--- src/hw/rtl/dfe_pkg.sv ---
// shared types and constants for the delimited field extractor
// no dependencies; used by every module of the block except dfe_ram
`default_nettype none

package dfe_pkg;

	// value buffer geometry
	localparam int BUF_DEPTH = 32;
	localparam int ADDR_W    = $clog2(BUF_DEPTH);

	typedef logic [ADDR_W-1:0] addr_t;

	// largest fill level, one entry stays unused
	localparam addr_t FILL_MAX = addr_t'(BUF_DEPTH - 1);

	// run command queue between front and back
	localparam int CMDQ_DEPTH = 2;
	localparam int CMDQ_PTR_W = $clog2(CMDQ_DEPTH);
	localparam int CMDQ_CNT_W = $clog2(CMDQ_DEPTH + 1);

	// action codes on the input channel
	localparam logic [1:0] ACT_FEED  = 2'd0;
	localparam logic [1:0] ACT_CLEAR = 2'd1;
	localparam logic [1:0] ACT_READ  = 2'd2;

	// configuration register indexes
	localparam int CFG_IDX_W = 3;
	localparam logic [CFG_IDX_W-1:0] REG_SEP_CHAR  = 3'd0;
	localparam logic [CFG_IDX_W-1:0] REG_SEP_EN    = 3'd1;
	localparam logic [CFG_IDX_W-1:0] REG_COLUMN    = 3'd2;
	localparam logic [CFG_IDX_W-1:0] REG_STOP_CHAR = 3'd3;
	localparam logic [CFG_IDX_W-1:0] REG_STOP_EN   = 3'd4;

	// one run to emit: source flag and byte count (zero means empty)
	typedef struct packed {
		logic  from_read;
		addr_t len;
	} cmd_t;

	// buffer write port from the front
	typedef struct packed {
		logic       we;
		addr_t      addr;
		logic [7:0] data;
	} ram_wr_t;

	// read side control from the back
	typedef struct packed {
		logic  re;
		addr_t addr;
	} ram_rd_t;

endpackage

`default_nettype wire

--- src/hw/rtl/dfe_ram.sv ---
// generic single write port, single read port ram with registered read
// no dependencies
`default_nettype none

module dfe_ram #(
	parameter int WIDTH = 8,
	parameter int DEPTH = 32
) (
	input  wire logic                     clk,
	input  wire logic                     we,
	input  wire logic [$clog2(DEPTH)-1:0] waddr,
	input  wire logic [WIDTH-1:0]         wdata,
	input  wire logic                     re,
	input  wire logic [$clog2(DEPTH)-1:0] raddr,
	output logic      [WIDTH-1:0]         rdata
);

	logic [WIDTH-1:0] mem_q [DEPTH];

	always_ff @(posedge clk) begin
		if (we) begin
			mem_q[waddr] <= wdata;
		end
	end

	// read data holds while re is low
	always_ff @(posedge clk) begin
		if (re) begin
			rdata <= mem_q[raddr];
		end
	end

endmodule

`default_nettype wire

--- src/hw/rtl/dfe_front.sv ---
// front part: input register, configuration registers, column tracking,
// buffer writes and run commands; depends on dfe_pkg
`default_nettype none

module dfe_front (
	input  wire logic                           clk,
	input  wire logic                           arst_n,
	input  wire logic                           in_valid,
	output logic                                in_ready,
	input  wire logic [1:0]                     in_action,
	input  wire logic [7:0]                     in_byte,
	input  wire logic                           cfg_valid,
	output logic                                cfg_ready,
	input  wire logic [dfe_pkg::CFG_IDX_W-1:0]  cfg_index,
	input  wire logic [7:0]                     cfg_data,
	input  wire logic                           busy,
	input  wire logic                           cmd_full,
	output logic                                cmd_push,
	output dfe_pkg::cmd_t                       cmd,
	output dfe_pkg::ram_wr_t                    ram_wr
);

	// configuration
	logic [7:0] sep_char_q;
	logic       sep_en_q;
	logic [7:0] column_q;
	logic [7:0] stop_char_q;
	logic       stop_en_q;

	// extraction state
	logic           receiving_q;
	logic [7:0]     sep_cnt_q;
	dfe_pkg::addr_t fill_q;

	// input stage
	logic       valid_s1;
	logic [1:0] action_s1;
	logic [7:0] byte_s1;

	logic           is_feed, is_read, is_clear, counting;
	logic [7:0]     cnt_next;
	logic           buffers, stores, stop_hit, adv;
	dfe_pkg::addr_t fill_after;

	assign cfg_ready = 1'b1;

	always_comb begin
		is_feed    = (action_s1 == dfe_pkg::ACT_FEED) && (byte_s1 != 8'd0);
		is_read    = (action_s1 == dfe_pkg::ACT_READ);
		is_clear   = (action_s1 == dfe_pkg::ACT_CLEAR);
		counting   = !receiving_q && sep_en_q;
		cnt_next   = ((byte_s1 == sep_char_q) && (sep_cnt_q != 8'hff)) ?
			sep_cnt_q + 8'd1 : sep_cnt_q;
		buffers    = is_feed && (!counting || (column_q == 8'd0));
		stores     = buffers && (fill_q < dfe_pkg::FILL_MAX);
		stop_hit   = buffers && stop_en_q && (byte_s1 == stop_char_q);
		fill_after = stores ? fill_q + dfe_pkg::addr_t'(1) : fill_q;
		// hold buffer writes while a run may still read the buffer
		adv        = valid_s1 && !(stores && busy) &&
			!((stop_hit || is_read) && cmd_full);
	end

	assign in_ready      = !valid_s1 || adv;
	assign cmd_push      = adv && (stop_hit || is_read);
	assign cmd.from_read = is_read;
	assign cmd.len       = is_read ? fill_q : fill_after;
	assign ram_wr.we     = adv && stores;
	assign ram_wr.addr   = fill_q;
	assign ram_wr.data   = byte_s1;

	always_ff @(posedge clk or negedge arst_n) begin
		if (!arst_n) begin
			valid_s1 <= 1'b0;
		end else if (in_ready) begin
			valid_s1 <= in_valid;
		end
	end

	always_ff @(posedge clk) begin
		if (in_ready && in_valid) begin
			action_s1 <= in_action;
			byte_s1   <= in_byte;
		end
	end

	always_ff @(posedge clk or negedge arst_n) begin
		if (!arst_n) begin
			sep_char_q  <= 8'd32;
			sep_en_q    <= 1'b1;
			column_q    <= 8'd0;
			stop_char_q <= 8'd10;
			stop_en_q   <= 1'b1;
		end else if (cfg_valid) begin
			unique case (cfg_index)
				dfe_pkg::REG_SEP_CHAR:  sep_char_q  <= cfg_data;
				dfe_pkg::REG_SEP_EN:    sep_en_q    <= cfg_data[0];
				dfe_pkg::REG_COLUMN:    column_q    <= cfg_data;
				dfe_pkg::REG_STOP_CHAR: stop_char_q <= cfg_data;
				dfe_pkg::REG_STOP_EN:   stop_en_q   <= cfg_data[0];
				default: ;
			endcase
		end
	end

	always_ff @(posedge clk or negedge arst_n) begin
		if (!arst_n) begin
			receiving_q <= 1'b0;
			sep_cnt_q   <= 8'd0;
			fill_q      <= '0;
		end else if (cfg_valid && (cfg_index <= dfe_pkg::REG_STOP_EN)) begin
			// a register write restarts extraction
			receiving_q <= 1'b0;
			sep_cnt_q   <= 8'd0;
			fill_q      <= '0;
		end else if (adv) begin
			if (is_clear || stop_hit) begin
				receiving_q <= 1'b0;
				sep_cnt_q   <= 8'd0;
				fill_q      <= '0;
			end else if (is_feed) begin
				if (counting) begin
					sep_cnt_q <= cnt_next;
					if (cnt_next >= column_q) begin
						receiving_q <= 1'b1;
					end
				end
				if (buffers) begin
					receiving_q <= 1'b1;
					fill_q      <= fill_after;
				end
			end
		end
	end

endmodule

`default_nettype wire

--- src/hw/rtl/dfe_cmd_fifo.sv ---
// short queue of run commands between front and back
// depends on dfe_pkg
`default_nettype none

module dfe_cmd_fifo (
	input  wire logic          clk,
	input  wire logic          arst_n,
	input  wire logic          push,
	input  wire dfe_pkg::cmd_t push_cmd,
	output logic               full,
	output logic               not_empty,
	input  wire logic          pop,
	output dfe_pkg::cmd_t      head
);

	dfe_pkg::cmd_t                    mem_q [dfe_pkg::CMDQ_DEPTH];
	logic [dfe_pkg::CMDQ_PTR_W-1:0]   wr_ptr_q, rd_ptr_q;
	logic [dfe_pkg::CMDQ_CNT_W-1:0]   count_q;

	assign full      = (count_q == dfe_pkg::CMDQ_CNT_W'(dfe_pkg::CMDQ_DEPTH));
	assign not_empty = (count_q != '0);
	assign head      = mem_q[rd_ptr_q];

	always_ff @(posedge clk) begin
		if (push) begin
			mem_q[wr_ptr_q] <= push_cmd;
		end
	end

	always_ff @(posedge clk or negedge arst_n) begin
		if (!arst_n) begin
			wr_ptr_q <= '0;
			rd_ptr_q <= '0;
			count_q  <= '0;
		end else begin
			if (push) begin
				wr_ptr_q <= (wr_ptr_q == dfe_pkg::CMDQ_PTR_W'(dfe_pkg::CMDQ_DEPTH - 1)) ?
					'0 : wr_ptr_q + 1'b1;
			end
			if (pop) begin
				rd_ptr_q <= (rd_ptr_q == dfe_pkg::CMDQ_PTR_W'(dfe_pkg::CMDQ_DEPTH - 1)) ?
					'0 : rd_ptr_q + 1'b1;
			end
			case ({push, pop})
				2'b10:   count_q <= count_q + 1'b1;
				2'b01:   count_q <= count_q - 1'b1;
				default: ;
			endcase
		end
	end

endmodule

`default_nettype wire

--- src/hw/rtl/dfe_back.sv ---
// back part: walks the buffer for each run command and drives the output
// depends on dfe_pkg
`default_nettype none

module dfe_back (
	input  wire logic          clk,
	input  wire logic          arst_n,
	input  wire logic          cmd_avail,
	input  wire dfe_pkg::cmd_t cmd,
	output logic               cmd_pop,
	output logic               busy,
	output dfe_pkg::ram_rd_t   ram_rd,
	input  wire logic [7:0]    ram_rdata,
	output logic               out_valid,
	input  wire logic          out_ready,
	output logic [7:0]         out_byte,
	output logic               out_last,
	output logic               out_from_read,
	output logic               out_empty
);

	// run sequencer
	logic           active_q;
	dfe_pkg::addr_t idx_q, len_q;
	logic           rd_flag_q;

	// ram read stage
	logic valid_s1, last_s1, rd_s1, empty_s1;

	logic issue, item_empty, item_last, s1_adv, out_load;

	always_comb begin
		out_load   = valid_s1 && (!out_valid || out_ready);
		s1_adv     = !valid_s1 || out_load;
		issue      = active_q && s1_adv;
		item_empty = (len_q == '0);
		item_last  = item_empty || (idx_q == len_q - dfe_pkg::addr_t'(1));
	end

	assign cmd_pop     = !active_q && cmd_avail;
	assign busy        = active_q || cmd_avail;
	assign ram_rd.re   = issue;
	assign ram_rd.addr = idx_q;

	always_ff @(posedge clk or negedge arst_n) begin
		if (!arst_n) begin
			active_q <= 1'b0;
		end else if (cmd_pop) begin
			active_q <= 1'b1;
		end else if (issue && item_last) begin
			active_q <= 1'b0;
		end
	end

	always_ff @(posedge clk) begin
		if (cmd_pop) begin
			idx_q     <= '0;
			len_q     <= cmd.len;
			rd_flag_q <= cmd.from_read;
		end else if (issue) begin
			idx_q <= idx_q + dfe_pkg::addr_t'(1);
		end
	end

	always_ff @(posedge clk or negedge arst_n) begin
		if (!arst_n) begin
			valid_s1 <= 1'b0;
		end else if (s1_adv) begin
			valid_s1 <= issue;
		end
	end

	always_ff @(posedge clk) begin
		if (issue) begin
			last_s1  <= item_last;
			rd_s1    <= rd_flag_q;
			empty_s1 <= item_empty;
		end
	end

	always_ff @(posedge clk or negedge arst_n) begin
		if (!arst_n) begin
			out_valid <= 1'b0;
		end else if (out_load) begin
			out_valid <= 1'b1;
		end else if (out_ready) begin
			out_valid <= 1'b0;
		end
	end

	always_ff @(posedge clk) begin
		if (out_load) begin
			out_byte      <= empty_s1 ? 8'd0 : ram_rdata;
			out_last      <= last_s1;
			out_from_read <= rd_s1;
			out_empty     <= empty_s1;
		end
	end

endmodule

`default_nettype wire

--- src/hw/rtl/delimited_field_extractor_core.sv ---
// top level of the delimited field extractor: front, command queue, back and
// value buffer; depends on dfe_pkg, dfe_front, dfe_cmd_fifo, dfe_back, dfe_ram
`default_nettype none

// Picks one column out of a byte stream. Feed transactions (tuser action 0)
// carry one byte; zero bytes are ignored. Separator bytes are counted until
// column_index of them have passed, then bytes are buffered (at most
// BUF_DEPTH-1, later ones dropped) up to and including the stop byte, which
// emits the buffered value as a run of output transactions ending in tlast
// and restarts the search. Action 1 clears the search state, action 2 reads
// the current buffer out without clearing it (one transaction flagged empty,
// data zero, when nothing is buffered). Any configuration write also clears
// the search state; write configuration only while the block is idle.
// Rate: one input transaction per cycle when nothing stalls, after an input register.
// A byte that goes into the buffer waits while a run is queued or being read
// out, since the run reads the same buffer; separator counting, clears and
// reads keep flowing (the queue holds two runs beside the one being read
// out). A run of n bytes leaves at one byte per cycle while the output is
// ready, through the buffer's single read port, passing the input register,
// the run queue, the run sequencer, the buffer read and the output register.
module delimited_field_extractor_core (
	input  wire logic                          clk,
	input  wire logic                          arst_n,
	// input stream
	input  wire logic                          s_axis_tvalid,
	output logic                               s_axis_tready,
	input  wire logic [7:0]                    s_axis_tdata,  // [7:0] data_byte
	input  wire logic [1:0]                    s_axis_tuser,  // [1:0] action
	// result stream
	output logic                               m_axis_tvalid,
	input  wire logic                          m_axis_tready,
	output logic [7:0]                         m_axis_tdata,  // [7:0] out_byte
	output logic                               m_axis_tlast,
	output logic [1:0]                         m_axis_tuser,  // [0] from_read, [1] empty_res
	// configuration writes
	input  wire logic                          cfg_valid,
	output logic                               cfg_ready,
	input  wire logic [dfe_pkg::CFG_IDX_W-1:0] cfg_index,
	input  wire logic [7:0]                    cfg_data
);

	// front to queue
	logic          cmd_push;
	dfe_pkg::cmd_t cmd_in;
	logic          cmd_full;

	// queue to back
	logic          cmd_avail;
	logic          cmd_pop;
	dfe_pkg::cmd_t cmd_head;

	// back tells the front that a run is queued or the buffer is being read
	logic busy;

	// value buffer ports
	dfe_pkg::ram_wr_t ram_wr;
	dfe_pkg::ram_rd_t ram_rd;
	logic [7:0]       ram_rdata;

	logic out_from_read, out_empty;

	dfe_front u_front (
		.clk       (clk),
		.arst_n    (arst_n),
		.in_valid  (s_axis_tvalid),
		.in_ready  (s_axis_tready),
		.in_action (s_axis_tuser),
		.in_byte   (s_axis_tdata),
		.cfg_valid (cfg_valid),
		.cfg_ready (cfg_ready),
		.cfg_index (cfg_index),
		.cfg_data  (cfg_data),
		.busy      (busy),
		.cmd_full  (cmd_full),
		.cmd_push  (cmd_push),
		.cmd       (cmd_in),
		.ram_wr    (ram_wr)
	);

	dfe_cmd_fifo u_cmd_fifo (
		.clk       (clk),
		.arst_n    (arst_n),
		.push      (cmd_push),
		.push_cmd  (cmd_in),
		.full      (cmd_full),
		.not_empty (cmd_avail),
		.pop       (cmd_pop),
		.head      (cmd_head)
	);

	// value store, no reset: only written entries reach the output
	dfe_ram #(
		.WIDTH (8),
		.DEPTH (dfe_pkg::BUF_DEPTH)
	) u_value_ram (
		.clk   (clk),
		.we    (ram_wr.we),
		.waddr (ram_wr.addr),
		.wdata (ram_wr.data),
		.re    (ram_rd.re),
		.raddr (ram_rd.addr),
		.rdata (ram_rdata)
	);

	dfe_back u_back (
		.clk           (clk),
		.arst_n        (arst_n),
		.cmd_avail     (cmd_avail),
		.cmd           (cmd_head),
		.cmd_pop       (cmd_pop),
		.busy          (busy),
		.ram_rd        (ram_rd),
		.ram_rdata     (ram_rdata),
		.out_valid     (m_axis_tvalid),
		.out_ready     (m_axis_tready),
		.out_byte      (m_axis_tdata),
		.out_last      (m_axis_tlast),
		.out_from_read (out_from_read),
		.out_empty     (out_empty)
	);

	assign m_axis_tuser = {out_empty, out_from_read};

	// the buffer is never written while a run may still read it
	assert property (@(posedge clk) disable iff (!arst_n)
		ram_wr.we |-> !busy)
		else $error("buffer write while a run is pending");

	// commands are never pushed into a full queue
	assert property (@(posedge clk) disable iff (!arst_n)
		cmd_push |-> !cmd_full)
		else $error("run command pushed into full queue");

	// an empty result is a single zero byte closing its run
	assert property (@(posedge clk) disable iff (!arst_n)
		(m_axis_tvalid && m_axis_tuser[1]) |-> (m_axis_tlast && m_axis_tdata == 8'd0))
		else $error("empty result without last or with data");

	// buffer read and write never hit the same cycle
	assert property (@(posedge clk) disable iff (!arst_n)
		ram_rd.re |-> !ram_wr.we)
		else $error("buffer read and write in the same cycle");

endmodule

`default_nettype wire
--- config.mk ---
export PLATFORM = sky130hd
export DESIGN_NAME = delimited_field_extractor_core
export DESIGN_NICKNAME = d
export VERILOG_FILES = /design/src/hw/rtl/dfe_pkg.sv /design/src/hw/rtl/dfe_ram.sv /design/src/hw/rtl/dfe_front.sv /design/src/hw/rtl/dfe_cmd_fifo.sv /design/src/hw/rtl/dfe_back.sv /design/src/hw/rtl/delimited_field_extractor_core.sv
export SDC_FILE = /design/constraint.sdc
export NUM_CORES = 1
export LEC_CHECK = 0
export ABC_AREA = 1
export BUFFER_PORTS_ARGS = -buffer_cell sky130_fd_sc_hd__buf_2
export CORE_ASPECT_RATIO = 1.2
export CORE_MARGIN = 2
export CORE_UTILIZATION = 62
export DETAILED_ROUTE_END_ITERATION = 10
export PLACE_DENSITY = 0.88
export REMOVE_ABC_BUFFERS = 1
export SYNTH_ARGS = -nofsm -noshare
export SYNTH_HDL_FRONTEND = slang
export SYNTH_SLANG_ARGS = --single-unit
--- constraint.sdc ---
create_clock -name clk -period 3.85 [get_ports clk]
set_input_delay 1.155 -clock clk [delete_from_list [all_inputs] [get_ports clk]]
set_output_delay 1.155 -clock clk [all_outputs]
set_load 0.05 [all_outputs]
==> results.json <==
{
  "outcome": "completed",
  "cp_common_cell": "nand2_2",
  "worstPathRequired_ns": 2.69,
  "seqPwrFrac_pct": 41.4,
  "synth-simple-area-share_pct": 13.8,
  "ys.flop_type": "edfxtp_1",
  "synth_area_per_cell_sq_um": 11.6,
  "yosysTopAreaCellShare_pct": 60.0,
  "post_cts.repair.setup_buffers": 0,
  "synthArstFlopShare_pct": 13.4,
  "yosys-top-cells-area": "edfxtp_1 60%, dfrtp_1 7.0%, o21ai_0 5.4%, nor2_1 5.3%, nand2_1 4.0%",
  "grt_max_degree": 71,
  "grt.total_usage_pct": 26.6,
  "worst_path_max_delay_cell": "edfxtp_1",
  "tightest_slew_ns": 1.15,
  "grt_pass1_wl_mm": 53.7,
  "hold_start": "u_back.rd_flag_q$_DFFE_PP_",
  "die_x_um": 147,
  "numCtsBuffers": 34,
  "finalMaxSlewViolations": 0,
  "p_sw_mw": 4.32,
  "h-tree-depth": 2,
  "cts_resized": 0,
  "min_path_type": "register to register",
  "drt-pass1-iter-count": 5,
  "holdPathEnd": "u_back.rd_s1$_DFFE_PP_",
  "max_cap_viol_count": 0,
  "yosys.area_share.adder_pct": 1.31,
  "yosys_warnings": 0,
  "ir_drop_v": 0.000424,
  "via_per_inst": 6.07,
  "num_vias": 10339,
  "arrival_ns": 2.45,
  "rsz0062_at_grt": "false",
  "placed_cell_area_sq_um": 15700,
  "synth_top_family_by_area": "simple AND/OR/NAND/NOR gates",
  "synth-seq-cells": 359,
  "area_growth_pct": 10.5,
  "drtIter0Drc": 1209,
  "drc": 0,
  "synth_edf_count": 306,
  "clkPwrFrac_pct": 28.6,
  "synth_compound_area_share_pct": 10.1,
  "crit_fanout": 34,
  "path_buf_inv": 3,
  "clock_sinks": 359,
  "grt_pass1_vias": 10116,
  "io_buffers": 38,
  "post-dp-hpwl_mm": 21.4,
  "hold_viol_final": 0,
  "setup_viol": 0,
  "fin_crit_ns": 3.60,
  "antenna_found_initial": 0,
  "dieArea_sq_um": 26000,
  "ant_nets": 0,
  "cp_cell_sequence": "buf_4, inv_1, nand3_1, o21ai_1, nor2_1, nand2_2, nand2_2, nand2_2, nand2_4, nand2_1, buf_2",
  "switching_share_pct": 35.8,
  "fmax_mhz": 278,
  "whs_ns": 0.420,
  "fin_nets": 1394,
  "post-route-period-util_pct": 93.6,
  "clk-insertion-delay-late_ns": 0.52,
  "p_total_mw": 12.1,
  "grt_overflow_total": 0,
  "r2r_cells": 14,
  "r2r-start": "u_front.byte_s1[4]$_DFFE_PP_",
  "r2r_end": "u_front.receiving_q$_DFFE_PN0P_",
  "start_kind": "register",
  "path_clk_slew_ns": 0.06,
  "r2r_slack_ns": 0.74,
  "boundaryPins": 40,
  "core_region_area_sq_um": 24500,
  "fin_worst_skew_ns": 0.0222,
  "post_drt_wl_per_cell_um": 20.1,
  "finish.utilization_pct": 69.0,
  "cts_tree": "built",
  "diodes": 0,
  "p_leak_nw": 6.38,
  "power_density_nw_per_um2": 714,
  "place.gp.congestion": 1.06,
  "start_util_pct": 62.4,
  "max_stage_delay_ns": 0.33,
  "synthMuxAreaShare_pct": 0,
  "synthesis.area_sq_um": 15300,
  "dpl.cell_count": 1641,
  "max-slew-margin-rel_pct": 23.3,
  "hold_buffers": 0,
  "synth_xor_area_share_pct": 1.49,
  "layout.cells.non_filler": 1703,
  "criticalPathCategory": "register to output pin",
  "syn_inst": 1323,
  "synth_area_leader_cell": "edfxtp_1",
  "ys_seq_area_share_pct": 68.6,
  "cellInternalPower_mw": 7.76,
  "finalWirelength_mm": 34.3,
  "clock_path_buffers": 3,
  "dieHeight_um": 176,
  "synth_cell_types": 40,
  "power_frac_comb_pct": 30.0,
  "cts-root-buf": "clkbuf_16",
  "rows": 63,
  "drive_gt1_share_pct": 11.3,
  "holdPathStages": 0,
  "worst_setup_path_end_kind": "output pin",
  "final_area_sq_um": 16900,
  "path_delay_family": "simple AND/OR/NAND/NOR gates"
}
## layout by cell type, fill, tap and decap left out, drive strengths merged, types with 2 or more instances in the layout
cell type	instances
edfxtp	306
nor2	223
o21ai	185
nand2	176
inv	110
buf	58
nand3	55
dfrtp	43
clkbuf	43
o22ai	38
o221ai	26
xor2	18
ha	16
a21oi	12
nand4	12
clkinv	12
xnor2	8
nor3	7
o211ai	6
bufinv	5
dfstp	5
dfxtp	5
o21a	3
a211oi	2
## cell type report
cell class / instances / area, sq um
Fill cell: 1527 / 7600
Timing Repair Buffer: 58 / 340
Inverter: 108 / 412
Clock buffer: 43 / 935
Clock inverter: 19 / 234
Sequential cell: 359 / 10500
Multi-Input combinational cell: 791 / 4090
Tap cell: 325 / 407
## kinds of logic after synthesis
group,count (synthesis)
and+or+nand+nor,475
DFF,359
AOI/OAI and AO/OA,273
buffers and inverters,173
xor gates and xnor gates,26
adders and majority gates,16
other,1
## power by group through the flow
stage               Sequential, mW  Clock, mW  Combinational (mW)
finish                        5.00       3.46                3.63
global route                  5.04       3.62                3.93
CTS                           5.00       3.47                3.55
detailed placement            5.07          0                3.50
global placement              5.05          0                3.31
floorplan                     5.41          0                1.92
## worst max-delay path by stage
stage | from | endpoint | slack, ns | depth (start not counted)
floorplan | u_back.idx_q[0]$_SDFFE_PP0P_ | u_value_ram.rdata[1]$_DFFE_PP_ | -0.73 | 7
global placement | u_front.byte_s1[3]$_DFFE_PP_ | s_axis_tready | 0.87 | 11
detailed placement | u_front.byte_s1[3]$_DFFE_PP_ | s_axis_tready | 0.77 | 11
CTS | u_front.byte_s1[3]$_DFFE_PP_ | s_axis_tready | 0.22 | 11
global route | u_front.byte_s1[3]$_DFFE_PP_ | s_axis_tready | 0.04 | 11
finish | u_front.byte_s1[3]$_DFFE_PP_ | s_axis_tready | 0.25 | 11
## through the flow
| step | setup slack (ns) | setup TNS [ns] |
|---|---|---|
| floorplan | -0.727 | -6.42 |
| global placement | 0.868 | 0 |
| detailed placement | 0.770 | 0 |
| CTS | 0.219 | 0 |
| global route | 0.0440 | 0 |
| finish | 0.247 | 0 |
## state kept, by name, summed over array words and instances (netlist names), 2 cells and up
register and flops:
u_front.byte_s1 8, u_back.len_q 5, u_value_ram.rdata 8, u_front.sep_char_q 8
u_front.sep_cnt_q 8, u_back.idx_q 5, u_cmd_fifo.count_q 2, u_front.action_s1 2
u_back.out_byte 8, u_front.fill_q 5, u_value_ram.mem_q 256, u_front.stop_char_q 8
u_front.column_q 8, u_cmd_fifo.mem_q 12
## worst reg2reg max path, delay by kind of cell, from the launching register on
family / cells / cell delay [ns]
compound gates: 3 / 0.63
fa+ha+maj: 1 / 0.30
flops: 1 / 0.40
buf+inv: 3 / 0.51
simple gates: 6 / 1.00
xor+xnor: 1 / 0.18
## per-layer routing
layer / up-vias / wire length (um) / GRT usage [%]
li1: 4693 / - / -
met1: 4958 / 12300 / 33.1
met2: 587 / 17500 / 46.4
met3: 101 / 2820 / 3.88
met4: 0 / 1630 / 12.1
met5: - / 0 / 0
## cells in the mapped netlist (all sizes together), types with 6 or more instances
master,count
o221ai,26
edfxtp,306
ha,16
xor2,18
nor2,223
nand3,55
nand4,12
inv,108
a21oi,12
o22ai,38
o211ai,6
clkbuf,43
xnor2,8
nand2,176
buf,22
nor3,7
dfrtp,43
o21ai,185
No activity file was read; power rests on OpenSTA's default activity.
